===== config.mk =====
export PLATFORM = sky130hd
export DESIGN_NAME = ephf_div
export DESIGN_NICKNAME = d
export VERILOG_FILES = /design/src/hw/rtl/ephf_pkg.sv /design/src/hw/rtl/ephf_div.sv
export SDC_FILE = /design/constraint.sdc
export NUM_CORES = 1
export LEC_CHECK = 0
export ABC_AREA = 1
export ABC_CLOCK_PERIOD_IN_PS = 4850
export BUFFER_PORTS_ARGS = -buffer_cell sky130_fd_sc_hd__buf_2
export CAP_MARGIN = 20
export CORE_MARGIN = 2
export CORE_UTILIZATION = 62
export CTS_BUF_LIST = sky130_fd_sc_hd__clkbuf_16
export DETAILED_ROUTE_END_ITERATION = 7
export HOLD_SLACK_MARGIN = 0.1
export PLACE_DENSITY = 0.86
export SLEW_MARGIN = 30
export SYNTH_ARGS = -nofsm -noshare
export SYNTH_HDL_FRONTEND = slang
export SYNTH_SLANG_ARGS = --single-unit

===== constraint.sdc =====
create_clock -name clk -period 4.85 [get_ports clk]
set_clock_uncertainty 0.05 [all_clocks]
set_input_delay 0.2425 -clock clk [delete_from_list [all_inputs] [get_ports clk]]
set_output_delay 0.2425 -clock clk [all_outputs]
set_load 0.1 [all_outputs]

===== src/hw/rtl/ephf_pkg.sv =====
package ephf_pkg;

    // Count, pixel and command widths
    localparam int CNT_W = 8;
    localparam int CMD_W = 2;

    // Quotient width: 127 * 255 fits in 15 bits
    localparam int NUM_W = 15;

    localparam logic [CMD_W-1:0] CMD_ADD_EVENT  = 2'd0;
    localparam logic [CMD_W-1:0] CMD_READ_PIXEL = 2'd1;
    localparam logic [CMD_W-1:0] CMD_END_FRAME  = 2'd2;

    localparam logic [CNT_W-1:0] PIX_MIN = 8'd0;
    localparam logic [CNT_W-1:0] PIX_MID = 8'd128;
    localparam logic [CNT_W-1:0] PIX_MAX = 8'd255;
    localparam logic [CNT_W-1:0] SCALE   = 8'd127;

endpackage


===== src/hw/rtl/ephf_div.sv =====
module ephf_div (
    input  logic                       clk,
    input  logic                       rst_n,
    input  logic                       start,
    input  logic [ephf_pkg::NUM_W-1:0] num,
    input  logic [ephf_pkg::CNT_W-1:0] den,
    output logic                       done,
    output logic [ephf_pkg::NUM_W-1:0] quot
);
    import ephf_pkg::*;

    localparam int STEP_W = $clog2(NUM_W);

    typedef enum logic [1:0] {D_IDLE, D_RUN, D_ROUND} div_state_t;

    div_state_t          state_reg;
    logic [STEP_W-1:0]   step_reg;
    logic [NUM_W-1:0]    quo_reg;
    logic [CNT_W-1:0]    rem_reg;
    logic [CNT_W-1:0]    den_reg;
    logic                done_reg;
    logic [NUM_W-1:0]    quot_reg;

    logic [CNT_W:0]      trial;
    logic [CNT_W:0]      diff;
    logic                fits;
    logic [CNT_W:0]      rem2;
    logic                round_up;

    // One restoring step: shift in the next numerator bit, subtract if it fits
    assign trial    = {rem_reg, quo_reg[NUM_W-1]};
    assign fits     = trial >= {1'b0, den_reg};
    assign diff     = trial - {1'b0, den_reg};
    // Round to nearest, ties to even
    assign rem2     = {rem_reg, 1'b0};
    assign round_up = (rem2 > {1'b0, den_reg}) || ((rem2 == {1'b0, den_reg}) && quo_reg[0]);

    always_ff @(posedge clk or negedge rst_n)
    begin
        if (!rst_n)
        begin
            state_reg <= D_IDLE;
            step_reg  <= '0;
            quo_reg   <= '0;
            rem_reg   <= '0;
            den_reg   <= '0;
            done_reg  <= 1'b0;
            quot_reg  <= '0;
        end
        else
        begin
            done_reg <= 1'b0;
            unique case (state_reg)
                D_IDLE:
                begin
                    if (start)
                    begin
                        quo_reg   <= num;
                        rem_reg   <= '0;
                        den_reg   <= den;
                        step_reg  <= '0;
                        state_reg <= D_RUN;
                    end
                end
                D_RUN:
                begin
                    rem_reg <= fits ? diff[CNT_W-1:0] : trial[CNT_W-1:0];
                    quo_reg <= {quo_reg[NUM_W-2:0], fits};
                    if (step_reg == STEP_W'(NUM_W - 1))
                    begin
                        state_reg <= D_ROUND;
                    end
                    else
                    begin
                        step_reg <= step_reg + 1'b1;
                    end
                end
                D_ROUND:
                begin
                    quot_reg  <= quo_reg + NUM_W'(round_up);
                    done_reg  <= 1'b1;
                    state_reg <= D_IDLE;
                end
                default:
                begin
                    state_reg <= D_IDLE;
                end
            endcase
        end
    end

    assign done = done_reg;
    assign quot = quot_reg;

endmodule


[After elaboration in Yosys (flattened, before gate mapping)]
Cells that the tools add are included.
W data, S select, Z words.
Storage, ports and cells
  output and inout port bits: 16
  input bits: 26
  word-level logic and storage cells: 39
  register bits: 53
Operators by class
  reduce and logical (&&, ||, !) cells: 8
  equal/unequal tests: 7
  $add $sub $neg: 3
  order comparisons: 2
  muxes and demuxes: 12
Operators by type and width (number)
  $pmux W15 S2: 1
  $mux W8: 2
  $pmux W8 S2: 1
  $add A15 B1 Y15: 1
  $mux W15: 1
  $eq A9 B8 Y1: 1
  $ge A9 B8 Y1: 1
  $gt A9 B8 Y1: 1
  $mux W4: 2
  $pmux W4 S2: 1
  $sub A8 B8 Y8: 1
  $ne A2 B2 Y1 const B: 3
  $reduce_and A2 Y1: 3
  $add A4 B1 Y4 const B: 1
  $eq A4 B4 Y1 const B: 1
  $mux W2: 2
  $pmux W2 S2: 1
  $reduce_and A3 Y1: 1
  $eq A2 B1 Y1 const B: 1
  $eq A2 B2 Y1 const B: 1
  $logic_not A2 Y1: 1
  $reduce_bool A2 Y1: 1
  $logic_and A1 B1 Y1: 1
  $logic_or A1 B1 Y1: 1
  $mux W1: 1

[Depth between registers and ports, before layout]
Gate-level depths: netlist of run 1.
  word-level depth: 4
  depth in mapped cells: 20
  gate-level depth less buffers: 20

[Least setup slack after synthesis of run 1]
OpenSTA, ideal clock, no wires.
  kind: reg2reg
  start point: register rem_reg[3]
  end point: register quot_reg[10], in the netlist quot[10]
  setup time: 0.131 ns
  arrival: 2.286 ns
  path slack: 2.383 ns
  path buffers: 0
  clock period less this slack: 2.467 ns
  data required time: 4.669 ns
  cell stages (with the launch flop): 19
  cells stage by stage: dfrtp_1 -> ha_1 -> nand2_1 -> inv_1 -> nand2_1 -> nand2_2 -> a21oi_2 -> nand2_1 -> o21ai_0 -> inv_1 -> ha_1 -> ha_1 -> nand2_1 -> nor2_2 -> nand3_2 -> inv_2 -> nand2_1 -> xor2_1 -> o21ai_1
Between the ends
  longest elaborated chain between the ends: 4
  elaborated cells on any way between the ends: 5
  those cells by class: 1 x add/sub; 1 x order compare; 1 x eq/ne; 2 x reduce/logical
RTL lines
  from (decl): line ephf_div.sv:19  | logic [CNT_W-1:0] rem_reg;
  from (signal assigned): line ephf_div.sv:67  | rem_reg <= fits ? diff[CNT_W-1:0] : trial[CNT_W-1:0];
  parallel branches: the longest is 2 deep, another holds $gt A9 B8 Y1
  $logic_or A1 B1 Y1 (*): line ephf_div.sv:36  | assign round_up = (rem2 > {1'b0, den_reg}) || ((rem2 == {1'b0, den_reg}) && quo_reg[0]);
  $add A15 B1 Y15 (*): line ephf_div.sv:80  | quot_reg <= quo_reg + NUM_W'(round_up);
  to (signal assigned): line ephf_div.sv:80
  to (decl): line ephf_div.sv:22  | logic [NUM_W-1:0] quot_reg;
Every way passes the cells marked *.
A chain may end at the register's enable or synchronous reset.

[Final worst setup path of run 1]
Ends and elaborated chain as after synthesis.

==> flow_metrics.py, run 1 <==
metrics = {
    "worst_setup_path": {
        "rr_startpoint": "rem_reg[3]",
        "worstPathArrival_ps": 2880,
        "worstRegToRegCells": 18,
        "crit_end": "quot[10]",
        "startpoint": "rem_reg[3]",
        "start_kind": "register",
        "crit_required_ps": 4960,
        "rrSetupSlack_ps": 2080,
        "r2r_end": "quot[10]",
        "worstPathMaxFanout": 5,
        "crit_type": "register to register",
        "end_kind": "register",
    },
    "timing": {
        "worst_pin_slew_ps": 651,
        "finalSetupTns_ps": 0,
        "finalCritPeriodShare": 0.571,
        "setup_slack_ps": 2080,
        "rsz0062_at_grt": "no",
        "max_freq_mhz": 361,
        "slew-limit-headroom": 0.566,
        "fin_crit_ps": 2770,
        "final-hold-violation-count": 0,
        "setup_violations": 0,
        "report.final.slew_viol_count": 0,
    },
    "logic_synthesis": {
        "ys_async_sr_fraction": 1.00,
        "avgSynthCellArea_um2": 7.80,
        "yosys.cell_count.top_type": "nand2_1",
        "synth_area_mm2": 0.00296,
        "synth_edf_count": 0,
        "ys_seq_elements": 53,
        "yosysTopAreaCellShare": 0.447,
        "synth.yosys.seq_area_share": 0.447,
        "ys_warn_count": 0,
        "synth_cell_types": 34,
        "synth_fp_nets": 419,
        "synthCells": 380,
        "synthTopCellsByCount": "122 x nand2_1, 53 x dfrtp_1, 42 x inv_1",
        "yosysTopAreaCell": "dfrtp_1",
        "synth_area_leaders": "dfrtp_1 45%, nand2_1 15%, inv_1 5.3%",
        "ys.flop_type": "dfrtp_1",
    },
    "global_route": {
        "grt_pass1_wl_um": 10600,
        "antenna_found_initial": 0,
        "grt_pass1_vias": 2491,
        "grt_max_degree": 54,
        "overflow": 0,
        "gr-usage-all-layers": 0.257,
    },
    "cells_and_area": {
        "antennaDiodeCount": 0,
        "fin_nets": 461,
        "final_util": 0.718,
        "area_growth_syn_to_layout_pct": 13.0,
        "final_cells": 477,
        "layout-drive-gt1-share": 0.175,
    },
    "cts": {
        "cts_resized": 0,
        "cts_max_path_buffers": 2,
        "clk_pin_slew_ps": 60,
        "cts_root_buf": "clkbuf_16",
        "cts_tree": "done",
        "numCtsBuffers": 5,
        "insertion_delay_ps": 290,
        "htreeDepth": 2,
        "numClockSinks": 53,
    },
    "place": {
        "port_buffers": 41,
        "place.gp.congestion": 0.884,
        "hpwl_um": 4530,
        "post-place-ws_ps": 2110,
        "dp.cells": 468,
    },
    "drt": {
        "wl_per_cell_um": 13.0,
        "first_pass_iters": 4,
        "drc": 0,
        "vias": 2585,
        "postRouteWirelength_um": 6200,
        "drt_iter0_drc": 127,
        "viasPerCell": 5.42,
        "ant_nets": 0,
    },
    "worst_hold_path": {
        "hp-class": "input pin to register",
    },
    "run_status": {
        "outcome": "complete, no violations",
    },
    "floorplanning": {
        "top_level_ports": 42,
        "die_h_um": 73.1,
        "initial_core_util": 0.636,
        "die-area_mm2": 0.00535,
        "die_w_um": 73.1,
        "num_rows": 25,
        "core_mm2": 0.00466,
    },
    "run": {
        "timing.max_cap.violations": 0,
    },
}
[through the flow]
step | hold slack [ps] | area (um^2)
after global placement | 345 | 3200
after detailed placement | 348 | 3200
after CTS | 104 | 3350
after floorplan | -103 | 2960
after global routing | 127 | 3350
final | 108 | 3350
[layout make-up]
type	instances	area, um^2
repair buffers	44	230
inverters	51	191
flip-flops and latches	53	1330
well taps	54	67.6
clock buffers	5	125
multi-input cells	267	1390
clock inverters	3	15.0
fillers	369	1310
[cell usage in the layout (no fill, tap or decap), types with 4 or more instances in the layout]
| cell type | instances |
|---|---|
| nor2_1 | 27 |
| a221oi_1 | 5 |
| inv_1 | 44 |
| nor3_1 | 4 |
| dfrtp_1 | 53 |
| ha_1 | 12 |
| o21ai_1 | 4 |
| a21oi_1 | 9 |
| buf_2 | 41 |
| o21ai_0 | 17 |
| inv_2 | 8 |
| nand2_1 | 122 |
| clkbuf_16 | 5 |
| xor2_1 | 5 |
| o22ai_1 | 7 |
| nand2_2 | 4 |
| nand3_1 | 27 |
[repair_timing]
item                                   in CTS  in global routing
setup buffers                               0                  0
endpoints found under the hold margin      53                  0
hold buffers                                1                  0
[critical path, cell delays in order (launching register included)]
cell     delay (ps)
dfrtp_1         400
ha_1            370
nand2_1         140
inv_1            50
nand2_1          70
nand2_2          70
a21oi_2         210
nand2_1          90
o21ai_0          80
inv_1            70
ha_1            220
ha_1            210
nand2_1         110
nor2_2           60
nand3_2          70
inv_2            70
nand2_1          90
xor2_1          150
o21ai_1          70
[worst min path at each step]
stage	to	cells past startpoint	startpoint	slack (ps)
2_1_floorplan	den_reg[0]	0	rst_n	-100
5_1_grt	den_reg[4]	3	den[4]	130
3_5_place_dp	quot[3]	2	rst_n	350
4_1_cts	den_reg[5]	3	den[5]	100
6_report	den_reg[5]	3	den[5]	110
3_3_place_gp	quot[3]	2	rst_n	340
[cell families after synthesis]
family / after synthesis / share of synthesized area
xor+xnor: 7 / 0.0207
compound gates: 47 / 0.0984
buf+inv: 60 / 0.0827
fa+ha+maj: 13 / 0.0574
simple gates: 200 / 0.293
flops: 53 / 0.447
[per-layer routing]
metal | GRT usage | vias up | part of all wire
li1 | - | 1303 | -
met1 | 0.293 | 1208 | 0.42
met2 | 0.462 | 62 | 0.52
met3 | 0.0483 | 12 | 0.037
met4 | 0.115 | 0 | 0.023
met5 | 0 | - | 0
Power of run 1 is left out: the tool's default activity adds up to more than one toggle a clock period on the data nets, which glitch-free logic cannot reach.
==> run 2: changes to the inputs <==
--- a/config.mk
+++ b/config.mk
@@ -5,16 +5,16 @@
 export SDC_FILE = /design/constraint.sdc
 export NUM_CORES = 1
 export LEC_CHECK = 0
-export ABC_AREA = 1
-export ABC_CLOCK_PERIOD_IN_PS = 4850
+export ABC_AREA = 0
+export ABC_CLOCK_PERIOD_IN_PS = 2450
 export BUFFER_PORTS_ARGS = -buffer_cell sky130_fd_sc_hd__buf_2
 export CAP_MARGIN = 20
 export CORE_MARGIN = 2
-export CORE_UTILIZATION = 62
+export CORE_UTILIZATION = 52
 export CTS_BUF_LIST = sky130_fd_sc_hd__clkbuf_16
 export DETAILED_ROUTE_END_ITERATION = 7
 export HOLD_SLACK_MARGIN = 0.1
-export PLACE_DENSITY = 0.86
+export PLACE_DENSITY = 0.77
 export SLEW_MARGIN = 30
 export SYNTH_ARGS = -nofsm -noshare
 export SYNTH_HDL_FRONTEND = slang
==> constraint.sdc (replaced) <==
create_clock -name clk -period 2.45 [get_ports clk]
set_clock_uncertainty 0.05 [all_clocks]
set_input_delay 0.1225 -clock clk [delete_from_list [all_inputs] [get_ports clk]]
set_output_delay 0.1225 -clock clk [all_outputs]
set_load 0.1 [all_outputs]
==> flow_metrics.py, run 2 <==
metrics = {
    "floorplanning": {
        "num_rows": 27,
        "die-area_mm2": 0.00624,
        "die_w_um": 79.0,
        "die_h_um": 79.0,
        "initial_core_util": 0.535,
        "top_level_ports": 42,
        "core_mm2": 0.00547,
    },
    "timing": {
        "rsz0062_at_grt": "yes",
        "fin_crit_ps": 2520,
        "finalSetupTns_ps": -223,
        "worst_pin_slew_ps": 670,
        "finalCritPeriodShare": 1.03,
        "setup_violations": 6,
        "setup_slack_ps": -73.3,
        "slew-limit-headroom": 0.553,
        "report.final.slew_viol_count": 0,
        "final-hold-violation-count": 0,
        "max_freq_mhz": 396,
    },
    "worst_setup_path": {
        "worstPathMaxFanout": 4,
        "end_kind": "register",
        "crit_type": "register to register",
        "start_kind": "register",
        "worstPathArrival_ps": 2640,
        "crit_required_ps": 2570,
    },
    "cells_and_area": {
        "area_growth_syn_to_layout_pct": 29.5,
        "layout-drive-gt1-share": 0.262,
        "layout.cells.most_common": "dfrtp_1",
        "final_cell_mix": "53 x dfrtp_1, 45 x nand2_1, 41 x buf_2",
        "n_fill_cell": 446,
        "final_util": 0.692,
        "antennaDiodeCount": 0,
        "fin_nets": 425,
        "final_cells": 458,
    },
    "place": {
        "dp.cells": 434,
        "place.gp.congestion": 0.853,
        "post-place-ws_ps": -184,
        "hpwl_um": 4560,
        "port_buffers": 41,
    },
    "power": {
        "p_leak_nw": 1.76,
        "power_density_mw_per_mm2": 1600,
        "finalPower_mw": 6.05,
        "max-vdd-ir-drop_v": 0.00109,
    },
    "global_route": {
        "grt_pass1_vias": 2379,
        "grt_pass1_wl_um": 11000,
        "gr-usage-all-layers": 0.226,
        "grt_max_degree": 54,
        "overflow": 0,
        "antenna_found_initial": 0,
    },
    "drt": {
        "wl_per_cell_um": 14.9,
        "drc": 0,
        "postRouteWirelength_um": 6810,
        "vias": 2479,
        "first_pass_iters": 4,
        "drt_iter0_drc": 112,
        "ant_nets": 0,
        "viasPerCell": 5.41,
    },
    "logic_synthesis": {
        "yosysTopAreaCellShare": 0.453,
        "synthCells": 313,
        "synthTopCellsByCount": "53 x dfrtp_1, 45 x nand2_1, 22 x a21oi_1",
        "yosys.cell_count.top_type": "dfrtp_1",
        "ys.flop_type": "dfrtp_1",
        "ys_seq_elements": 53,
        "synth.yosys.seq_area_share": 0.453,
        "synth_fp_nets": 352,
        "yosysTopAreaCell": "dfrtp_1",
        "synth_area_mm2": 0.00293,
        "ys_async_sr_fraction": 1.00,
        "synth_cell_types": 47,
        "synth_area_leaders": "dfrtp_1 45%, nand2_1 5.8%, ha_1 5.1%",
        "ys_warn_count": 0,
        "avgSynthCellArea_um2": 9.35,
        "synth_edf_count": 0,
    },
    "cts": {
        "numCtsBuffers": 5,
        "cts_tree": "done",
        "cts_max_path_buffers": 2,
        "clk_pin_slew_ps": 70,
        "htreeDepth": 2,
        "numClockSinks": 53,
        "insertion_delay_ps": 290,
        "cts_root_buf": "clkbuf_16",
    },
    "worst_hold_path": {
        "hp-class": "input pin to register",
    },
    "run_status": {
        "outcome": "finished with violations",
        "violations": "negative setup slack",
    },
    "run": {
        "timing.max_cap.violations": 0,
    },
}
-- run 2: cell count changes in the layout (fill, tap and decap cells not counted), moves of 9 or more --
cell           previous run  this run
nand2_1                 122        45
inv_1                    44        14
buf_4                     2        29
nand3_1                  27         7
o21ai_1                   4        20
nor2_1                   27        13
a21oi_1                   9        22
and3b_1                   0        11
dlygate4sd3_1             1        10
-- run 2: worst max-delay path, cell delays in order (launching register included) --
cell	delay [ps]
dfrtp_1	430
ha_4	300
a21oi_1	80
o21ai_2	230
nor2_1	80
nor2_2	150
a2bb2oi_2	220
ha_4	190
ha_4	160
and3_4	200
nand3_2	80
xor2_1	170
o21ai_1	80
-- run 2: layer usage --
metal,GRT usage,wire [um],share of wire,up-vias
li1,-,-,-,1238
met1,0.263,2850,0.42,1187
met2,0.433,3680,0.54,44
met3,0.0341,194,0.028,10
met4,0.0517,83,0.012,0
met5,0,0,0,-
-- run 2: repair_timing --
item                       CTS  global route
setup endpoints to repair   11            14
hold endpoints to repair    62             0
hold buffers                10             0
pin swaps                    2             4
setup buffers                4             3
resized for setup           10            14
-- run 2: power by group --
group          total [mW]  switching (mW)  leakage, nW  internal (mW)
clock               0.666           0.297       0.0633          0.370
sequential           1.66           0.396        0.668           1.27
combinational        3.72            2.08         1.03           1.63
total                6.05            2.78         1.76           3.27
-- run 2: cells by family (layout without fill, tap and decap cells) --
group	after synthesis	in the layout	share of synthesized area
mux	6	6	0.0218
buf+inv	29	102	0.0406
compound gates	81	81	0.168
fa+ha+maj	13	13	0.0581
simple gates	112	112	0.202
xor+xnor	19	19	0.0569
flops	53	53	0.453
-- run 2: path summary, 6_finish.rpt --
check	startpoint	depth (start not counted)	slack, ps	end
worst max-delay path	rem_reg[1]	12	-70	quot[10]
worst min-delay path	num[12]	4	190	quo_reg[12]
worst max register to register	rem_reg[1]	12	-70	quot[10]
worst min register to register	quot[3]	2	430	quot[3]
max in group asynchronous	rst_n	3	1470	rem_reg[4]
min in group asynchronous	rst_n	3	440	quot[4]
-- run 2: final cells by class --
class,instances,area [um^2],share of cell area
inverters,14,52.6,0.0139
clock buffers,5,125,0.0330
well taps,72,90.1,0.0238
multi-input cells,231,1650,0.435
flip-flops and latches,53,1330,0.350
repair buffers,81,534,0.141
clock inverters,2,11.3,0.00297
-- run 2: through the flow --
step           area (um^2)  hold slack [ps]
2_1_floorplan         2950             -223
3_3_place_gp          3350              229
3_5_place_dp          3350              233
4_1_cts               3690              196
5_1_grt               3790              221
6_report              3790              193
Note: power is estimated with default switching activity, not from simulation.
==> run 3: changes to the inputs <==
--- a/config.mk
+++ b/config.mk
@@ -14,7 +14,7 @@
 export CTS_BUF_LIST = sky130_fd_sc_hd__clkbuf_16
 export DETAILED_ROUTE_END_ITERATION = 7
 export HOLD_SLACK_MARGIN = 0.1
-export PLACE_DENSITY = 0.77
+export PLACE_DENSITY = 0.81
 export SLEW_MARGIN = 30
 export SYNTH_ARGS = -nofsm -noshare
 export SYNTH_HDL_FRONTEND = slang
==> flow_metrics.py, run 3 (synthesis results as in run 2) <==
metrics = {
    "place": {
        "post-place-ws_ps": -172,
        "place.gp.congestion": 0.919,
        "port_buffers": 41,
        "hpwl_um": 4570,
    },
    "worst_setup_path": {
        "crit_type": "register to register",
        "end_kind": "register",
        "worstPathArrival_ps": 2800,
        "worstPathMaxFanout": 4,
        "crit_family": "simple AND/OR/NAND/NOR gates",
        "critPathMaxStageDelay_ps": 410,
        "path_buf_inv": 1,
        "start_kind": "register",
        "crit_required_ps": 2570,
        "path_cells": "ha_4 -> nand4_1 -> nor3_2 -> nor2_1 -> nor2_1 -> a2bb2oi_2 -> ha_2 -> buf_4 -> nand3_2 -> nor2b_4 -> nand4_1 -> xnor2_1 -> o21ai_1",
        "crit_slowest_cell": "dfrtp_1",
    },
    "timing": {
        "fin_crit_ps": 2680,
        "report.final.slew_viol_count": 0,
        "worst_pin_slew_ps": 686,
        "setup_slack_ps": -228,
        "max_freq_mhz": 373,
        "rsz0062_at_grt": "yes",
        "finalCritPeriodShare": 1.09,
        "slew-limit-headroom": 0.541,
        "finalSetupTns_ps": -1260,
        "final-hold-violation-count": 0,
        "setup_violations": 12,
    },
    "drt": {
        "drc": 0,
        "viasPerCell": 5.50,
        "drt_iter0_drc": 155,
        "ant_nets": 0,
        "postRouteWirelength_um": 7310,
        "first_pass_iters": 4,
        "vias": 2553,
        "wl_per_cell_um": 15.8,
    },
    "cts": {
        "insertion_delay_ps": 290,
        "clk_pin_slew_ps": 70,
        "cts_max_path_buffers": 2,
        "htreeDepth": 2,
        "numClockSinks": 53,
        "cts_root_buf": "clkbuf_16",
        "cts_tree": "done",
        "numCtsBuffers": 5,
    },
    "cells_and_area": {
        "final_cell_mix": "53 x dfrtp_1, 45 x nand2_1, 41 x buf_2",
        "layout.cells.most_common": "dfrtp_1",
        "layout-drive-gt1-share": 0.283,
        "fin_nets": 430,
        "area_growth_syn_to_layout_pct": 32.1,
        "antennaDiodeCount": 0,
    },
    "power": {
        "power_density_mw_per_mm2": 1630,
        "pwr-share-comb": 0.609,
        "switchingPower_mw": 2.89,
        "sequentialPowerShare": 0.264,
        "intPower_mw": 3.40,
        "sw_frac_of_total": 0.459,
        "p_leak_nw": 1.80,
        "max-vdd-ir-drop_v": 0.00101,
        "clkPwrFrac": 0.126,
    },
    "floorplanning": {
        "die-area_mm2": 0.00624,
        "top_level_ports": 42,
        "die_h_um": 79.0,
        "die_w_um": 79.0,
        "initial_core_util": 0.535,
        "core_mm2": 0.00547,
        "num_rows": 27,
    },
    "run_status": {
        "outcome": "finished with violations",
        "violations": "negative setup slack",
    },
    "global_route": {
        "grt_pass1_vias": 2368,
        "grt_max_degree": 54,
        "gr-usage-all-layers": 0.229,
        "grt_pass1_wl_um": 11100,
        "antenna_found_initial": 0,
        "overflow": 0,
    },
    "worst_hold_path": {
        "hp-class": "input pin to register",
    },
    "run": {
        "timing.max_cap.violations": 0,
    },
}
==> run 3: what timing repair did <==
action                                  in CTS  in global routing
endpoints found under the setup margin      11                 14
pin swaps                                   11                  9
gates resized for setup                     15                 14
hold buffers                                10                  0
buffers inserted                            10                  5
hold endpoints to repair                    62                  0
==> run 3: layer usage <==
layer	wire, um	vias up	global-route usage
li1	-	1249	-
met2	3890	77	0.423
met5	0	-	0
met1	3020	1211	0.272
met3	248	16	0.0364
met4	157	0	0.0707
==> run 3: metrics by stage <==
| step | hold WS (ps) | area [um^2] | power (mW) | util | std cells |
|---|---|---|---|---|---|
| after floorplan | -223 | 2950 | 4.02 | - | 313 |
| after global placement | 227 | 3340 | 4.75 | 0.610 | 432 |
| after detailed placement | 231 | 3340 | 4.89 | 0.610 | 432 |
| after CTS | 184 | 3780 | 6.04 | 0.691 | 460 |
| after global routing | 199 | 3870 | 6.71 | 0.706 | 464 |
| final | 182 | 3870 | 6.29 | 0.706 | 464 |
==> run 3: worst paths after layout <==
path / start / to / cells after the start / slack, ps
setup / recovery: rem_reg[2] / quot[13] / 13 / -230
hold / removal: num[10] / quo_reg[10] / 4 / 180
setup reg to reg: rem_reg[2] / quot[13] / 13 / -230
hold reg to reg: quot[11] / quot[11] / 2 / 430
max in group asynchronous: rst_n / rem_reg[7] / 3 / 1470
min in group asynchronous: rst_n / quo_reg[6] / 3 / 440
==> run 3: worst register-to-register path: stages, from the launching register on <==
cell       delay (ps)
dfrtp_1           410
ha_4              290
nand4_1           160
nor3_2            180
nor2_1             80
nor2_1            190
a2bb2oi_2         160
ha_2              220
buf_4             120
nand3_2            90
nor2b_4           170
nand4_1           150
xnor2_1           210
o21ai_1            90
==> run 3: power by group through the flow <==
stage	logic, mW	registers, mW	clock network [mW]
5_1_grt	4.17	1.70	0.841
3_3_place_gp	3.15	1.60	0
3_5_place_dp	3.26	1.63	0
6_report	3.83	1.66	0.795
4_1_cts	3.60	1.63	0.799
2_1_floorplan	2.02	2.00	0
==> run 3: cell type report <==
| class | count | area [um^2] |
|---|---|---|
| Inverter | 14 | 52.6 |
| Clock buffer | 5 | 125 |
| Multi-Input combinational cell | 231 | 1650 |
| Clock inverter | 3 | 41.3 |
| Fill cell | 422 | 1610 |
| Tap cell | 72 | 90.1 |
| Timing Repair Buffer | 86 | 583 |
| Sequential cell | 53 | 1330 |
